`src/rtl/kli_pkg.sv`:
```
// kli_pkg: shared codes, defaults and control types for the keyed list core
// no dependencies; imported by kli_ctrl and keyed_list_insert_delete_core
package kli_pkg;

  // default sizing, handed to the top level parameters
  localparam int unsigned DepthDef       = 16;
  localparam int unsigned KeyBitsDef     = 32;
  localparam int unsigned PayloadBitsDef = 32;

  // command codes
  localparam logic [1:0] CmdInsert = 2'd0;
  localparam logic [1:0] CmdDelete = 2'd1;
  localparam logic [1:0] CmdRead   = 2'd2;

  // insert mode codes (the spare code behaves as tail)
  localparam logic [1:0] ModeHead  = 2'd0;
  localparam logic [1:0] ModeOrder = 2'd1;
  localparam logic [1:0] ModeTail  = 2'd2;

  // result status codes
  localparam logic [1:0] StatusOk       = 2'd0;
  localparam logic [1:0] StatusFull     = 2'd1;
  localparam logic [1:0] StatusNotFound = 2'd2;
  localparam logic [1:0] StatusRange    = 2'd3;

  // result control from the sequencer to the output register
  typedef struct packed {
    logic       valid;
    logic [1:0] status;
  } res_ctl_t;

endpackage

```
`src/rtl/kli_ram.sv`:
```
// kli_ram: generic single write port, single read port memory
// registered read data; no dependencies
module kli_ram #(
  parameter int unsigned Width = 8,
  parameter int unsigned Depth = 16
) (
  input  logic                     clk_i,
  input  logic                     we_i,
  input  logic [$clog2(Depth)-1:0] waddr_i,
  input  logic [Width-1:0]         wdata_i,
  input  logic [$clog2(Depth)-1:0] raddr_i,
  output logic [Width-1:0]         rdata_o
);

  logic [Width-1:0] mem_q [Depth];
  logic [Width-1:0] rdata_q;

  // write port
  always_ff @(posedge clk_i) begin
    if (we_i) begin
      mem_q[waddr_i] <= wdata_i;
    end
  end

  // registered read port
  always_ff @(posedge clk_i) begin
    rdata_q <= mem_q[raddr_i];
  end

  assign rdata_o = rdata_q;

endmodule

```
`src/rtl/kli_ctrl.sv`:
```
// kli_ctrl: command sequencer, scans and shifts list entries in the entry ram
// depends on kli_pkg; drives the kli_ram ports through the top level
module kli_ctrl #(
  parameter int unsigned Depth       = kli_pkg::DepthDef,
  parameter int unsigned KeyBits     = kli_pkg::KeyBitsDef,
  parameter int unsigned PayloadBits = kli_pkg::PayloadBitsDef,
  localparam int unsigned Aw = $clog2(Depth),
  localparam int unsigned Lw = $clog2(Depth + 1),
  localparam int unsigned Ew = KeyBits + PayloadBits
) (
  input  logic                    clk_i,
  input  logic                    rst_ni,
  input  logic [1:0]              mode_i,
  // command transaction
  input  logic                    in_valid_i,
  output logic                    in_stall_o,
  input  logic [1:0]              cmd_i,
  input  logic [KeyBits-1:0]      key_i,
  input  logic [PayloadBits-1:0]  payload_i,
  input  logic [Aw-1:0]           position_i,
  // entry ram
  output logic                    ram_we_o,
  output logic [Aw-1:0]           ram_waddr_o,
  output logic [Ew-1:0]           ram_wdata_o,
  output logic [Aw-1:0]           ram_raddr_o,
  input  logic [Ew-1:0]           ram_rdata_i,
  // result
  output kli_pkg::res_ctl_t       res_ctl_o,
  output logic [Lw-1:0]           res_length_o,
  output logic [KeyBits-1:0]      res_key_o,
  output logic [PayloadBits-1:0]  res_payload_o,
  input  logic                    res_ready_i
);
  import kli_pkg::*;

  localparam logic [3:0] SIdle   = 4'd0;
  localparam logic [3:0] SScRd   = 4'd1;
  localparam logic [3:0] SScChk  = 4'd2;
  localparam logic [3:0] SShRd   = 4'd3;
  localparam logic [3:0] SShWr   = 4'd4;
  localparam logic [3:0] SWrite  = 4'd5;
  localparam logic [3:0] SRdWait = 4'd6;
  localparam logic [3:0] SDone   = 4'd7;

  logic [3:0]             state_q, state_d;
  logic [Lw-1:0]          count_q, count_d;
  logic [Aw-1:0]          idx_q, idx_d;
  logic [Aw-1:0]          pos_q, pos_d;
  logic [1:0]             status_q, status_d;
  logic [1:0]             cmd_q, cmd_d;
  logic [KeyBits-1:0]     key_q, key_d;
  logic [PayloadBits-1:0] pay_q, pay_d;
  logic [KeyBits-1:0]     rkey_q, rkey_d;
  logic [PayloadBits-1:0] rpay_q, rpay_d;

  logic                   accept;
  logic                   idx_last;
  logic [KeyBits-1:0]     ram_key;
  logic [PayloadBits-1:0] ram_pay;

  assign accept   = in_valid_i && (state_q == SIdle);
  assign idx_last = ((Lw'(idx_q) + Lw'(1)) == count_q);
  assign ram_key  = ram_rdata_i[Ew-1:PayloadBits];
  assign ram_pay  = ram_rdata_i[PayloadBits-1:0];

  // sequencer next state
  always_comb begin
    state_d  = state_q;
    count_d  = count_q;
    idx_d    = idx_q;
    pos_d    = pos_q;
    status_d = status_q;
    cmd_d    = cmd_q;
    key_d    = key_q;
    pay_d    = pay_q;
    rkey_d   = rkey_q;
    rpay_d   = rpay_q;
    unique case (state_q)
      SIdle: begin
        if (accept) begin
          cmd_d    = cmd_i;
          key_d    = key_i;
          pay_d    = payload_i;
          status_d = StatusOk;
          rkey_d   = '0;
          rpay_d   = '0;
          state_d  = SDone;
          unique case (cmd_i)
            CmdInsert: begin
              if (count_q == Lw'(Depth)) begin
                status_d = StatusFull;
              end else if (mode_i == ModeHead) begin
                pos_d = '0;
                if (count_q == '0) begin
                  state_d = SWrite;
                end else begin
                  idx_d   = Aw'(count_q - Lw'(1));
                  state_d = SShRd;
                end
              end else if (mode_i == ModeOrder) begin
                pos_d = '0;
                idx_d = '0;
                state_d = (count_q == '0) ? SWrite : SScRd;
              end else begin
                pos_d   = Aw'(count_q);
                state_d = SWrite;
              end
            end
            CmdDelete: begin
              if (count_q == '0) begin
                status_d = StatusNotFound;
              end else begin
                idx_d   = '0;
                state_d = SScRd;
              end
            end
            CmdRead: begin
              if (Lw'(position_i) >= count_q) begin
                status_d = StatusRange;
              end else begin
                state_d = SRdWait;
              end
            end
            default: begin
              state_d = SDone;
            end
          endcase
        end
      end
      SScRd: begin
        state_d = SScChk;
      end
      SScChk: begin
        if (cmd_q == CmdInsert) begin
          // key order: stop at the first entry not less than the new key
          if ($signed(ram_key) >= $signed(key_q)) begin
            pos_d   = idx_q;
            idx_d   = Aw'(count_q - Lw'(1));
            state_d = SShRd;
          end else if (idx_last) begin
            pos_d   = Aw'(count_q);
            state_d = SWrite;
          end else begin
            idx_d   = idx_q + Aw'(1);
            state_d = SScRd;
          end
        end else begin
          // delete: first matching key from the head
          if (ram_key == key_q) begin
            if (idx_last) begin
              count_d = count_q - Lw'(1);
              state_d = SDone;
            end else begin
              idx_d   = idx_q + Aw'(1);
              state_d = SShRd;
            end
          end else if (idx_last) begin
            status_d = StatusNotFound;
            state_d  = SDone;
          end else begin
            idx_d   = idx_q + Aw'(1);
            state_d = SScRd;
          end
        end
      end
      SShRd: begin
        state_d = SShWr;
      end
      SShWr: begin
        if (cmd_q == CmdInsert) begin
          if (idx_q == pos_q) begin
            state_d = SWrite;
          end else begin
            idx_d   = idx_q - Aw'(1);
            state_d = SShRd;
          end
        end else begin
          if (idx_last) begin
            count_d = count_q - Lw'(1);
            state_d = SDone;
          end else begin
            idx_d   = idx_q + Aw'(1);
            state_d = SShRd;
          end
        end
      end
      SWrite: begin
        count_d = count_q + Lw'(1);
        state_d = SDone;
      end
      SRdWait: begin
        rkey_d  = ram_key;
        rpay_d  = ram_pay;
        state_d = SDone;
      end
      SDone: begin
        if (res_ready_i) begin
          state_d = SIdle;
        end
      end
      default: begin
        state_d = SIdle;
      end
    endcase
  end

  // control registers
  always_ff @(posedge clk_i or negedge rst_ni) begin
    if (!rst_ni) begin
      state_q <= SIdle;
      count_q <= '0;
    end else begin
      state_q <= state_d;
      count_q <= count_d;
    end
  end

  // working registers of the current transaction
  always_ff @(posedge clk_i) begin
    idx_q    <= idx_d;
    pos_q    <= pos_d;
    status_q <= status_d;
    cmd_q    <= cmd_d;
    key_q    <= key_d;
    pay_q    <= pay_d;
    rkey_q   <= rkey_d;
    rpay_q   <= rpay_d;
  end

  // ram access: reads for scan, shift and position read, writes for shift and store
  always_comb begin
    ram_raddr_o = (state_q == SIdle) ? position_i : idx_q;
    ram_we_o    = (state_q == SShWr) || (state_q == SWrite);
    ram_wdata_o = (state_q == SWrite) ? {key_q, pay_q} : ram_rdata_i;
    if (state_q == SWrite) begin
      ram_waddr_o = pos_q;
    end else if (cmd_q == CmdInsert) begin
      ram_waddr_o = idx_q + Aw'(1);
    end else begin
      ram_waddr_o = idx_q - Aw'(1);
    end
  end

  assign in_stall_o       = (state_q != SIdle);
  assign res_ctl_o.valid  = (state_q == SDone);
  assign res_ctl_o.status = status_q;
  assign res_length_o     = count_q;
  assign res_key_o        = rkey_q;
  assign res_payload_o    = rpay_q;

endmodule

```
`src/rtl/keyed_list_insert_delete_core.sv`:
```
// per command: a read waits on the registered ram read; an insert scans in key order
//   mode, shifts the entries behind its slot up and stores; a delete scans from the head
//   for the key and shifts the later entries down; full insert, empty delete, range read
//   and spare command go straight to the result, which then waits on output stalls
// one transaction in flight; the scan and shift loop runs over the entry ram's single read port
// reset: list empty, insert mode tail; ram contents are not cleared, no clearing pass
// depends on kli_pkg, kli_ctrl and kli_ram
module keyed_list_insert_delete_core #(
  parameter int unsigned DEPTH        = kli_pkg::DepthDef,
  parameter int unsigned KEY_BITS     = kli_pkg::KeyBitsDef,
  parameter int unsigned PAYLOAD_BITS = kli_pkg::PayloadBitsDef,
  localparam int unsigned Aw = $clog2(DEPTH),
  localparam int unsigned Lw = $clog2(DEPTH + 1)
) (
  input  logic                           clk_i,
  input  logic                           rst_ni,
  // configuration write channel
  input  logic                           cfg_valid_i,
  output logic                           cfg_ready_o,
  input  logic [1:0]                     cfg_data_i,
  // command channel
  input  logic                           in_valid_i,
  output logic                           in_stall_o,
  input  logic [1:0]                     cmd_i,
  input  logic signed [KEY_BITS-1:0]     key_i,
  input  logic [PAYLOAD_BITS-1:0]        payload_i,
  input  logic [Aw-1:0]                  position_i,
  // result channel
  output logic                           out_valid_o,
  input  logic                           out_stall_i,
  output logic [1:0]                     status_o,
  output logic [Lw-1:0]                  length_o,
  output logic signed [KEY_BITS-1:0]     read_key_o,
  output logic [PAYLOAD_BITS-1:0]        read_payload_o
);
  import kli_pkg::*;

  localparam int unsigned Ew = KEY_BITS + PAYLOAD_BITS;

  logic [1:0]              mode_q;
  logic                    ram_we;
  logic [Aw-1:0]           ram_waddr;
  logic [Ew-1:0]           ram_wdata;
  logic [Aw-1:0]           ram_raddr;
  logic [Ew-1:0]           ram_rdata;
  res_ctl_t                res_ctl;
  logic [Lw-1:0]           res_length;
  logic [KEY_BITS-1:0]     res_key;
  logic [PAYLOAD_BITS-1:0] res_payload;
  logic                    res_ready;
  logic                    out_valid_q;
  logic [1:0]              status_q;
  logic [Lw-1:0]           length_q;
  logic [KEY_BITS-1:0]     read_key_q;
  logic [PAYLOAD_BITS-1:0] read_payload_q;

  // insert mode register
  assign cfg_ready_o = 1'b1;
  always_ff @(posedge clk_i or negedge rst_ni) begin
    if (!rst_ni) begin
      mode_q <= ModeTail;
    end else if (cfg_valid_i && cfg_ready_o) begin
      mode_q <= cfg_data_i;
    end
  end

  // command sequencer
  kli_ctrl #(
    .Depth      (DEPTH),
    .KeyBits    (KEY_BITS),
    .PayloadBits(PAYLOAD_BITS)
  ) u_ctrl (
    .clk_i        (clk_i),
    .rst_ni       (rst_ni),
    .mode_i       (mode_q),
    .in_valid_i   (in_valid_i),
    .in_stall_o   (in_stall_o),
    .cmd_i        (cmd_i),
    .key_i        (key_i),
    .payload_i    (payload_i),
    .position_i   (position_i),
    .ram_we_o     (ram_we),
    .ram_waddr_o  (ram_waddr),
    .ram_wdata_o  (ram_wdata),
    .ram_raddr_o  (ram_raddr),
    .ram_rdata_i  (ram_rdata),
    .res_ctl_o    (res_ctl),
    .res_length_o (res_length),
    .res_key_o    (res_key),
    .res_payload_o(res_payload),
    .res_ready_i  (res_ready)
  );

  // entry ram, key above payload
  kli_ram #(
    .Width(Ew),
    .Depth(DEPTH)
  ) u_entry_ram (
    .clk_i  (clk_i),
    .we_i   (ram_we),
    .waddr_i(ram_waddr),
    .wdata_i(ram_wdata),
    .raddr_i(ram_raddr),
    .rdata_o(ram_rdata)
  );

  // output register, loaded when empty or being taken
  assign res_ready = res_ctl.valid && (!out_valid_q || !out_stall_i);

  always_ff @(posedge clk_i or negedge rst_ni) begin
    if (!rst_ni) begin
      out_valid_q <= 1'b0;
    end else if (res_ready) begin
      out_valid_q <= 1'b1;
    end else if (!out_stall_i) begin
      out_valid_q <= 1'b0;
    end
  end

  always_ff @(posedge clk_i) begin
    if (res_ready) begin
      status_q       <= res_ctl.status;
      length_q       <= res_length;
      read_key_q     <= res_key;
      read_payload_q <= res_payload;
    end
  end

  assign out_valid_o    = out_valid_q;
  assign status_o       = status_q;
  assign length_o       = length_q;
  assign read_key_o     = read_key_q;
  assign read_payload_o = read_payload_q;

`ifndef ASSERT_OFF
  // the reported length never exceeds the list capacity
  a_length_bound: assert property (@(posedge clk_i) disable iff (!rst_ni)
    out_valid_o |-> (length_o <= Lw'(DEPTH)))
    else $error("length beyond capacity");

  // a full report only comes from a full list
  a_full_length: assert property (@(posedge clk_i) disable iff (!rst_ni)
    (out_valid_o && (status_o == StatusFull)) |-> (length_o == Lw'(DEPTH)))
    else $error("full status with list not full");

  // read fields are zero on any transaction that did not succeed
  a_read_zero: assert property (@(posedge clk_i) disable iff (!rst_ni)
    (out_valid_o && (status_o != StatusOk)) |-> ((read_key_o == '0) && (read_payload_o == '0)))
    else $error("read data on failed transaction");

  // a result is loaded only into a free or draining output register
  a_no_overwrite: assert property (@(posedge clk_i) disable iff (!rst_ni)
    (out_valid_q && out_stall_i) |-> !res_ready)
    else $error("held result overwritten");
`endif

endmodule

```
`config.mk`:
```
export PLATFORM = sky130hd
export DESIGN_NAME = keyed_list_insert_delete_core
export DESIGN_NICKNAME = d
export VERILOG_FILES = /design/src/rtl/kli_pkg.sv /design/src/rtl/kli_ram.sv /design/src/rtl/kli_ctrl.sv /design/src/rtl/keyed_list_insert_delete_core.sv
export SDC_FILE = /design/constraint.sdc
export NUM_CORES = 2
export LEC_CHECK = 0
export ABC_CLOCK_PERIOD_IN_PS = 21000
export BUFFER_PORTS_ARGS = -buffer_cell sky130_fd_sc_hd__buf_2
export CAP_MARGIN = 20
export CORE_AREA = 4 4 293 295
export DETAILED_ROUTE_END_ITERATION = 6
export DIE_AREA = 0 0 297 299
export PLACE_DENSITY = 0.8
export SLEW_MARGIN = 10
export SYNTH_ARGS = -nofsm -noshare
export SYNTH_HDL_FRONTEND = slang
export SYNTH_HIERARCHICAL = 1
export SYNTH_SLANG_ARGS = --single-unit
```
`constraint.sdc`:
```
create_clock -name clk_i -period 21 [get_ports clk_i]
set_input_delay 0 -clock clk_i [delete_from_list [all_inputs] [get_ports clk_i]]
set_output_delay 0 -clock clk_i [all_outputs]
set_load 0.02 [all_outputs]
```
==> impl_metrics.ini <==
[global_routing]
antenna_found_initial = 2
grt_pass1_vias = 27101
grt_max_degree = 151
grt.overflow.total = 0
grt_pass1_wl_mm = 179
grt_usage = 0.272

[sta]
fin_crit_sh = 0.263
hold_ws_ps = 22.0
min_period_ps = 5520
finClkSkew_ps = 33.3
hold_viol_final = 0
worst_slew_pin_slew_ps = 1100
rsz0062_at_grt = no
slew_headroom = 0.260
fin_tns_setup_ps = 0
drv_slew = 0
fmax_mhz = 181
setup_viol = 0

[setup_path]
arrival_ps = 5820
ff2ff_path_depth = 7
worstPathRequired_ps = 21300
cp-end-kind = register
crit_type = reg2reg
worstSetupStartpoint = u_ctrl/state_q[2]
crit_fanout = 101
critPathLaunchType = register
r2r_start = u_ctrl/state_q[2]

[die]
die_h_um = 299
io_pins = 151
die_w_um = 297
start_util = 0.595
rows = 106
fp.dieArea_mm2 = 0.0888
core_mm2 = 0.0832

[yosys]
synth_edf_count = 1235
synthTopCellsByArea = edfxtp_1 (75%), mux4_2 (12%), dfxtp_1 (2.6%), a22oi_1 (2.0%), nand2_1 (1.7%)
ys.flop_type = edfxtp_1
syn-num-nets = 2560
yosys.area.top_type = edfxtp_1
syn_inst = 2443
synth_warnings = 6
synth.distinct_cells = 61
synth-async-reset-ratio = 0.00840
netlist_area_mm2 = 0.0495
ys_seq_elements = 1310
yosysSeqAreaShare = 0.781
synth_top_area_share = 0.749
syn_area_per_cell_um2 = 20.3

[place]
placed_area_mm2 = 0.0517
port-buffer-count = 149
dp_hpwl_mm = 57.3
gp_congestion = 0.838

[hold_path]
hold_path.class = in2reg
min_from = key_i[11]
holdPathStages = 2

[layout]
fin_util = 0.683
area_delta_synth_final_pct = 14.7
drive_gt1_frac = 0.249
final_cell_area_mm2 = 0.0568
fin_nets = 2881

[cts]
insertion_delay_ps = 700
clk_path_buf_depth = 3
cts_buffers = 119
root_buffer = clkbuf_16
clock-sinks = 1310
clk_pin_slew_ps = 70
htreeDepth = 3
cts_resized = 0
cts_tree = built

[power_and_ir_drop]
seqPwrFrac = 0.430
p_switching_w = 0.00282
p_leak_nw = 19.0
vdd_drop_max_mv = 0.152
pwr-share-comb = 0.316
swShare = 0.324
pwr_density_cell_mw_per_mm2 = 153
internal-power_w = 0.00588
power_frac_clock = 0.254

[detailed_routing]
vias = 26002
drc = 0
viasPerCell = 6.58
drt_first_pass_iters = 6
routed_wirelength_mm = 120
drt_iter0_drc = 3667
ant_nets = 0
wl_per_cell_um = 30.4

[status]
status = finished, final reports clean

[job]
maxCapViolCount = 0
## synthesized netlist by cell type (3+ instances only)
cell type and number:
nor3_1 14, nand3b_1 4, buf_2 22, nand2b_1 4, buf_1 18, mux4_2 256
a32o_1 4, a211oi_1 3, buf_4 7, o21ai_0 53, a21oi_1 25, ha_1 40
o21a_1 4, nand2_1 228, buf_6 13, a21o_1 5, nand3_1 9, inv_1 45
o211ai_1 4, mux2_1 3, nor2b_1 8, mux2i_1 3, clkbuf_1 61, edfxtp_1 1235
mux2_2 4, dfrtp_1 10, o31ai_1 5, xor2_1 6, nor4_1 3, xnor2_1 18
nor3b_1 3, dfxtp_1 64, nor2_1 29, a22oi_1 129, and2_1 66, o221ai_1 4
nand4_1 7
## final cells by class
type / instances / area [um^2]
Inverter: 45 / 170
Sequential cell: 1310 / 38600
Fill cell: 4787 / 26400
Clock inverter: 74 / 783
Antenna cell: 1 / 2.50
Timing Repair Buffer: 321 / 2320
Multi-Input combinational cell: 967 / 10300
Tap cell: 1080 / 1350
Clock buffer: 151 / 3220
## routing by layer
layer / track usage / part of all wire / up-vias
met4: 0.112 / 0.041 / 0
met3: 0.0483 / 0.11 / 305
met2: 0.453 / 0.50 / 1893
li1: - / - / 10518
met5: 0 / 0 / -
met1: 0.362 / 0.35 / 13286
## critical path, stage by stage (launching register included)
cell and delay [ps]:
dfrtp_1 550, inv_1 160, nor2_1 640, nand2_8 660, a21oi_1 860, nand2b_1 450, nor2_4 860, buf_4 890
## layout by cell type, fill, tap and decap left out, types with 11 or more instances in the layout
master / netlist / routed
buf_2: 22 / 159
ha_1: 40 / 40
xnor2_1: 18 / 18
inv_1: 45 / 44
dfxtp_1: 64 / 64
o21ai_0: 53 / 42
clkinv_1: 0 / 11
nand2_1: 228 / 227
dlygate4sd3_1: 0 / 101
a22oi_1: 129 / 129
nor2_1: 29 / 15
mux4_2: 256 / 256
buf_4: 7 / 57
and2_1: 66 / 64
clkbuf_16: 0 / 120
clkinv_2: 0 / 31
bufinv_16: 0 / 13
nor2_4: 0 / 14
clkbuf_1: 61 / 21
a21oi_1: 25 / 25
edfxtp_1: 1235 / 1235
## stage by stage
| step | instances | worst slack [ps] | total power [W] |
|---|---|---|---|
| 2_1_floorplan | 2443 | 13710 | 0.00564 |
| 3_3_place_gp | 3606 | 16010 | 0.00626 |
| 3_5_place_dp | 3619 | 15760 | 0.00640 |
| 4_1_cts | 3945 | 15700 | 0.00868 |
| 5_1_grt | 3949 | 15320 | 0.00907 |
| 6_report | 3949 | 15480 | 0.00870 |
## worst paths after layout
kind / slack [ps] / endpoint
worst max-delay path: 15480 / u_entry_ram/mem_q[9][60]
worst min register to register: 410 / read_payload_o[14]
min in group asynchronous: 360 / u_ctrl/res_length_o[1]
worst min-delay path: 20 / u_ctrl/key_q[11]
worst max register to register: 15480 / u_entry_ram/mem_q[9][60]
max in group asynchronous: 20240 / mode_q[1]
## sequential cells by signal (all words and copies together), names as in the netlist
| register | cells |
|---|---|
| u_ctrl/key_q | 32 |
| u_ctrl/state_q | 3 |
| status_o | 2 |
| u_entry_ram/rdata_o | 64 |
| read_payload_o | 32 |
| u_ctrl/status_q | 2 |
| mode_q | 2 |
| u_ctrl/res_length_o | 5 |
| out_valid_o | 1 |
| u_ctrl/idx_q | 4 |
| u_ctrl/res_payload_o | 32 |
| u_ctrl/pay_q | 32 |
| length_o | 5 |
| u_ctrl/pos_q | 4 |
| read_key_o | 32 |
| u_ctrl/res_key_o | 32 |
| u_ctrl/cmd_q | 2 |
| u_entry_ram/mem_q | 1024 |
## cells by family (layout without fill, tap and decap cells)
group | Yosys count | after routing | share of synthesized area
buffers and inverters | 166 | 591 | 0.0156
adder cells (fa/ha/maj) | 40 | 40 | 0.0101
XOR/XNOR | 24 | 24 | 0.00425
other | 1 | 2 | 0.0000757
AO/OA/AOI/OAI | 251 | 251 | 0.0351
AND/OR/NAND/NOR | 385 | 385 | 0.0357
multiplexers | 266 | 266 | 0.119
flip-flops | 1310 | 1310 | 0.781
## repair_timing
action / CTS / global route
hold buffers: 101 / 0
setup buffers: 0 / 0
hold endpoints to repair: 110 / 0
## power by group through the flow
| stage | clock network (W) | logic [W] | registers, W |
|---|---|---|---|
| 3_3_place_gp | 0 | 0.00250 | 0.00377 |
| 6_report | 0.00221 | 0.00275 | 0.00374 |
| 5_1_grt | 0.00236 | 0.00295 | 0.00376 |
| 2_1_floorplan | 0 | 0.00189 | 0.00374 |
| 3_5_place_dp | 0 | 0.00262 | 0.00378 |
| 4_1_cts | 0.00223 | 0.00271 | 0.00374 |
(Power assumes the default switching activity.)
